**config.mk**
```make
export PLATFORM = sky130hd
export DESIGN_NAME = sbsi_div
export DESIGN_NICKNAME = d
export VERILOG_FILES = /design/src/design/sbsi_pkg.sv /design/src/design/sbsi_div.sv
export SDC_FILE = /design/constraint.sdc
export NUM_CORES = 2
export LEC_CHECK = 0
export ABC_AREA = 1
export BUFFER_PORTS_ARGS = -buffer_cell sky130_fd_sc_hd__buf_4
export CORE_ASPECT_RATIO = 0.8
export CORE_MARGIN = 2
export CORE_UTILIZATION = 30
export CTS_BUF_LIST = sky130_fd_sc_hd__clkbuf_4 sky130_fd_sc_hd__clkbuf_8
export DETAILED_ROUTE_END_ITERATION = 12
export HOLD_SLACK_MARGIN = 0.12
export SETUP_SLACK_MARGIN = 0.15
export SLEW_MARGIN = 15
export SYNTH_ARGS = -nofsm -noshare
export SYNTH_HDL_FRONTEND = slang
export SYNTH_SLANG_ARGS = --single-unit
```
**constraint.sdc**
```tcl
create_clock -name aclk -period 2.1 [get_ports aclk]
set_clock_uncertainty 0.1 [all_clocks]
set_input_delay 0.42 -clock aclk [delete_from_list [all_inputs] [get_ports aclk]]
set_output_delay 0.42 -clock aclk [all_outputs]
set_load 0.1 [all_outputs]
```
**src/design/sbsi_pkg.sv**
```systemverilog
// ----------------------------------------------------------------------------
// sbsi_pkg - shared types and constants
// Field widths, beat layouts and per-axis setup records for the segment/box
// slab intersection pipeline.
// ----------------------------------------------------------------------------
package sbsi_pkg;

    localparam int COORD_W = 31;            // signed Q15.16 coordinate
    localparam int SIZE_W  = 30;            // unsigned Q14.16 box size
    localparam int DW      = 32;            // slab distances and divisor width
    localparam int IN_W    = 248;           // 246 bits of fields, byte padded
    localparam int OUT_W   = 72;            // 67 bits of fields, byte padded

    localparam logic signed [1:0] NRM_ZERO = 2'sb00;
    localparam logic signed [1:0] NRM_POS  = 2'sb01;
    localparam logic signed [1:0] NRM_NEG  = 2'sb11;

    // per-axis setup after the first stage
    typedef struct packed {
        logic          rej;       // segment wholly outside the slab
        logic          near_div;  // near t needs a division, else 0
        logic          far_div;   // far t needs a division, else 1
        logic          dec;       // coordinate decreasing or constant
        logic [DW-1:0] near_num;
        logic [DW-1:0] far_num;
        logic [DW-1:0] den;
    } axis_t;

    // data riding alongside the dividers
    typedef struct packed {
        logic                      rej_x;
        logic                      near_div_x;
        logic                      far_div_x;
        logic                      dec_x;
        logic                      rej_y;
        logic                      near_div_y;
        logic                      far_div_y;
        logic                      dec_y;
        logic signed [COORD_W-1:0] from_x;
        logic signed [COORD_W-1:0] from_y;
        logic signed [DW-1:0]      dx;
        logic signed [DW-1:0]      dy;
    } side_t;

endpackage

```
**src/design/sbsi_div.sv**
```systemverilog
// ----------------------------------------------------------------------------
// sbsi_div - pipelined restoring divider
// q = floor(num * 2^FRAC_BITS / den) for num <= den, one quotient bit per
// stage, FRAC_BITS+1 stages. Advances only when en is high.
// ----------------------------------------------------------------------------
module sbsi_div #(
    parameter int FRAC_BITS = 16
) (
    input  logic                          aclk,
    input  logic                          en,
    input  logic [sbsi_pkg::DW-1:0]       num,
    input  logic [sbsi_pkg::DW-1:0]       den,
    output logic [FRAC_BITS:0]            q
);
    localparam int NST = FRAC_BITS + 1;
    localparam int DW  = sbsi_pkg::DW;

    logic [DW:0]        rem_reg [NST];
    logic [DW:0]        rem_next[NST];
    logic [DW-1:0]      den_reg [NST];
    logic [DW-1:0]      src_den [NST];
    logic [DW:0]        src_rem [NST];
    logic [FRAC_BITS:0] src_q   [NST];
    logic [FRAC_BITS:0] q_reg   [NST];
    logic [FRAC_BITS:0] q_next  [NST];
    logic               ge      [NST];

    always_comb begin
        for (int k = 0; k < NST; k++) begin
            if (k == 0) begin
                src_rem[k] = {1'b0, num};
                src_den[k] = den;
                src_q[k]   = '0;
            end else begin
                src_rem[k] = {rem_reg[k-1][DW-1:0], 1'b0};
                src_den[k] = den_reg[k-1];
                src_q[k]   = q_reg[k-1];
            end
            ge[k]       = src_rem[k] >= {1'b0, src_den[k]};
            rem_next[k] = ge[k] ? (src_rem[k] - {1'b0, src_den[k]}) : src_rem[k];
            q_next[k]   = {src_q[k][FRAC_BITS-1:0], ge[k]};
        end
    end

    always_ff @(posedge aclk) begin
        if (en) begin
            for (int k = 0; k < NST; k++) begin
                rem_reg[k] <= rem_next[k];
                den_reg[k] <= src_den[k];
                q_reg[k]   <= q_next[k];
            end
        end
    end

    assign q = q_reg[NST-1];

endmodule

```
==> summary.txt <==
Max Cap Viol: 0
initial antenna violation count: 11
crit path kind: reg -> reg
footprint of the multi-input gates: 48800 um^2
crit-path cells: ha_4 > buf_6 > nand4_1 > nor3_2 > nand2_1 > nand2_2 > nor2_4 > buf_12 > buf_12 > nand3_1 > nand2_1
failing checks: setup timing
Fmax: 0.393 GHz
Post-Route WL: 308000 um
WL/cell: 16.3 um
hold crit path type: in -> reg
area of the die: 288000 um^2
DRT Pass-1 Iters: 7
Max clock buf depth: 4
Int Pwr: 103 mW
Area Overhead vs Synth: 50.3%
Flop pwr share: 22.5%
CP Capture Type: register
Clock power frac: 12.3%
nets: 15.6k
pin count of the biggest net entering global routing: 56
Cells after Synth: 11.7k
H-tree depth: 4
DRT iter0 DRCs: 7046
total grt overflow: 0
Root Driver: clkbuf_8
fin worst setup slack: -0.442 ns
vias per inst: 4.43
HPWL after detailed placement: 244000 um
Chip Width: 600 um
clock transition at the registers of the reported paths: 0.06 ns
Slowest-stage cell, CP: edfxtp_1
P per Cell Area: 1420 nW/um^2
Syn Area/Cell: 7.29 um^2
first-pass GRT wire length: 456000 um
Seq/Total Area, Yosys: 41.5%
DRT antenna net count: 0
Die Height: 481 um
Post-synth EDFFs: 1177
switching power: 79.2 mW
syn_nets: 12.3k
Worst EP required: 2.68 ns
clock sink total: 1177
max-slew violation count: 0
Hold Vio Cnt, Final: 0
Top Family by Delay on Critical Path: simple AND/OR/NAND/NOR gates
top cells by area, synth: edfxtp_1 41%, nand2_1 21%, inv_1 11%, ha_1 8.0%, nand3_1 4.4%
vias in the first global route: 79.1k
P_leak: 65.1 nW
GPL Wtd Cong: 0.956
Startpoint Class: register
DRC Markers: 0
Relative slew margins: 72.1%
Num CTS Buffers: 206
post-synth top area cell: edfxtp_1
CTS tree: done
Final period util: 121%
clk_lat worst skew: 1.01 ns
Final Core Density: 45.2%
RSZ-0062 raised after global routing: yes
Async S/R FF share, synth: 0%
buffers and inverters on the worst path: 3
site row count: 175
CP max FO: 8
Starting Density: 30.1%
Tmin final: 2.54 ns
slowest stage delay, CP: 0.51 ns
All-Layer GR Usage: 20.5%
share of layout cells above drive strength 1: 34.1%
yosys warns: 0
Final setup violation count: 535
post-place setup slack: -0.911 ns
Fillers: 28.0k
Gate power share: 65.2%
flops & latches, synth: 1177
Port Buffers: 82
Worst-Margin Slew: 0.415 ns
Mapped Area: 85200 um^2
Post-synth top flop: edfxtp_1
synth unique cells: 36
flip-flop and latch area: 35300 um^2
status: finished with violations
via count: 83.8k
Core Region: 283000 um^2
VDD IR max: 0.679 mV
num ports: 83
top cell type's share of synthesized area: 41.5%
Sw Ratio: 43.5%
Worst Path Arrival: 3.12 ns
tightest hold or removal path: cells and delay by family:
kind                   cells  cell delay (ns)
buffers and inverters      3             0.73
cell usage after synthesis, types with 9 or more instances:
cell	count
nand3b_1	162
o21ai_0	23
xnor2_1	16
nand2_2	69
inv_2	33
nor2_2	28
nor2_1	628
or2_2	12
inv_1	2405
buf_2	50
inv_4	9
fa_1	16
nand2_1	4713
nor3_1	124
buf_6	69
nand3_2	56
and2_1	135
nand2_4	14
a21oi_1	348
nand3_1	750
edfxtp_1	1177
xor2_1	208
ha_1	543
o21bai_1	12
nand4_1	42
a21o_1	11
nor3_2	11
area by class of cell:
class | count | share of cell area, %
inverter | 2447 | 7.27
timing repair buffer | 3160 | 20.0
timing repair inverter | 8 | 0.0722
sequential | 1177 | 27.6
clock buffer | 248 | 2.48
tap | 3805 | 3.71
antenna | 2 | 0.00390
multi-input combinational | 7947 | 38.1
clock inverter | 116 | 0.810
timing repair:
item / 4_1_cts / 5_1_grt
cloned: 18 / 22
gates resized for setup: 606 / 867
hold buffers: 69 / 0
pin swaps: 133 / 257
endpoints found under the setup margin: 513 / 546
setup buffers: 136 / 161
endpoints found under the hold margin: 759 / 0
stage by stage:
step | TNS (ns) | instance area, um^2 | std cells | hold slack [ns] | power [mW]
floorplan | 0 | 89000 | 11700 | 0.300 | 93.0
global placement | -207.69 | 114000 | 18100 | 0.301 | 140
detailed placement | -206.05 | 114000 | 18100 | 0.305 | 141
CTS | -140.17 | 123000 | 18700 | 0.127 | 171
global route | -194.85 | 128000 | 18900 | 0.170 | 195
finish | -144.02 | 128000 | 18900 | 0.222 | 182
power by group through the flow:
stage / clock network (mW) / logic, mW / registers [mW]
after floorplan: 0 / 54.7 / 38.4
after global placement: 0 / 98.8 / 41.2
after detailed placement: 0 / 99.3 / 41.3
after CTS: 23.1 / 108 / 40.9
after global routing: 24.0 / 130 / 41.3
final: 22.4 / 119 / 40.9
routing by layer:
metal / GRT usage [%] / vias to the layer above / wire length [um]
met4: 5.64 / 2 / 8810
met3: 2.69 / 452 / 19500
met5: 0 / - / 13
met2: 33.0 / 2307 / 138000
met1: 28.7 / 38300 / 142000
li1: - / 42800 / -
path summary, 6_finish.rpt:
path / start / end / slack, ns / cells past startpoint
max reg2reg: rem_reg[0][227] / rem_reg[0][246] / -0.44 / 11
min: den[8] / den_reg[0][8] / 0.22 / 3
max: rem_reg[0][227] / rem_reg[0][246] / -0.44 / 11
min reg2reg: q_reg[0][140] / q_reg[0][158] / 0.29 / 0
cell usage in the layout, fill, tap and decap left out, drive strengths merged, types with 18 or more instances in the layout:
| cell | Yosys | layout |
|---|---|---|
| nand2 | 4801 | 4808 |
| buf | 125 | 3077 |
| inv | 2447 | 2456 |
| edfxtp | 1177 | 1177 |
| nand3 | 806 | 806 |
| nor2 | 661 | 661 |
| ha | 543 | 543 |
| a21oi | 348 | 348 |
| clkbuf | 3 | 261 |
| xor2 | 208 | 208 |
| nand3b | 162 | 162 |
| and2 | 135 | 135 |
| nor3 | 135 | 135 |
| clkinv | 0 | 83 |
| dlygate4sd3 | 0 | 69 |
| nand4 | 42 | 42 |
| o21ai | 23 | 23 |
| bufinv | 0 | 18 |
logic make-up after synthesis:
logic type,share of synthesized area (%)
DFF,41.5
and+or+nand+nor,33.4
adders and majority gates,8.35
buffers and inverters,12.1
xor gates and xnor gates,2.30
AOI/OAI and AO/OA,2.41
Power figures use the tool's default switching activity.
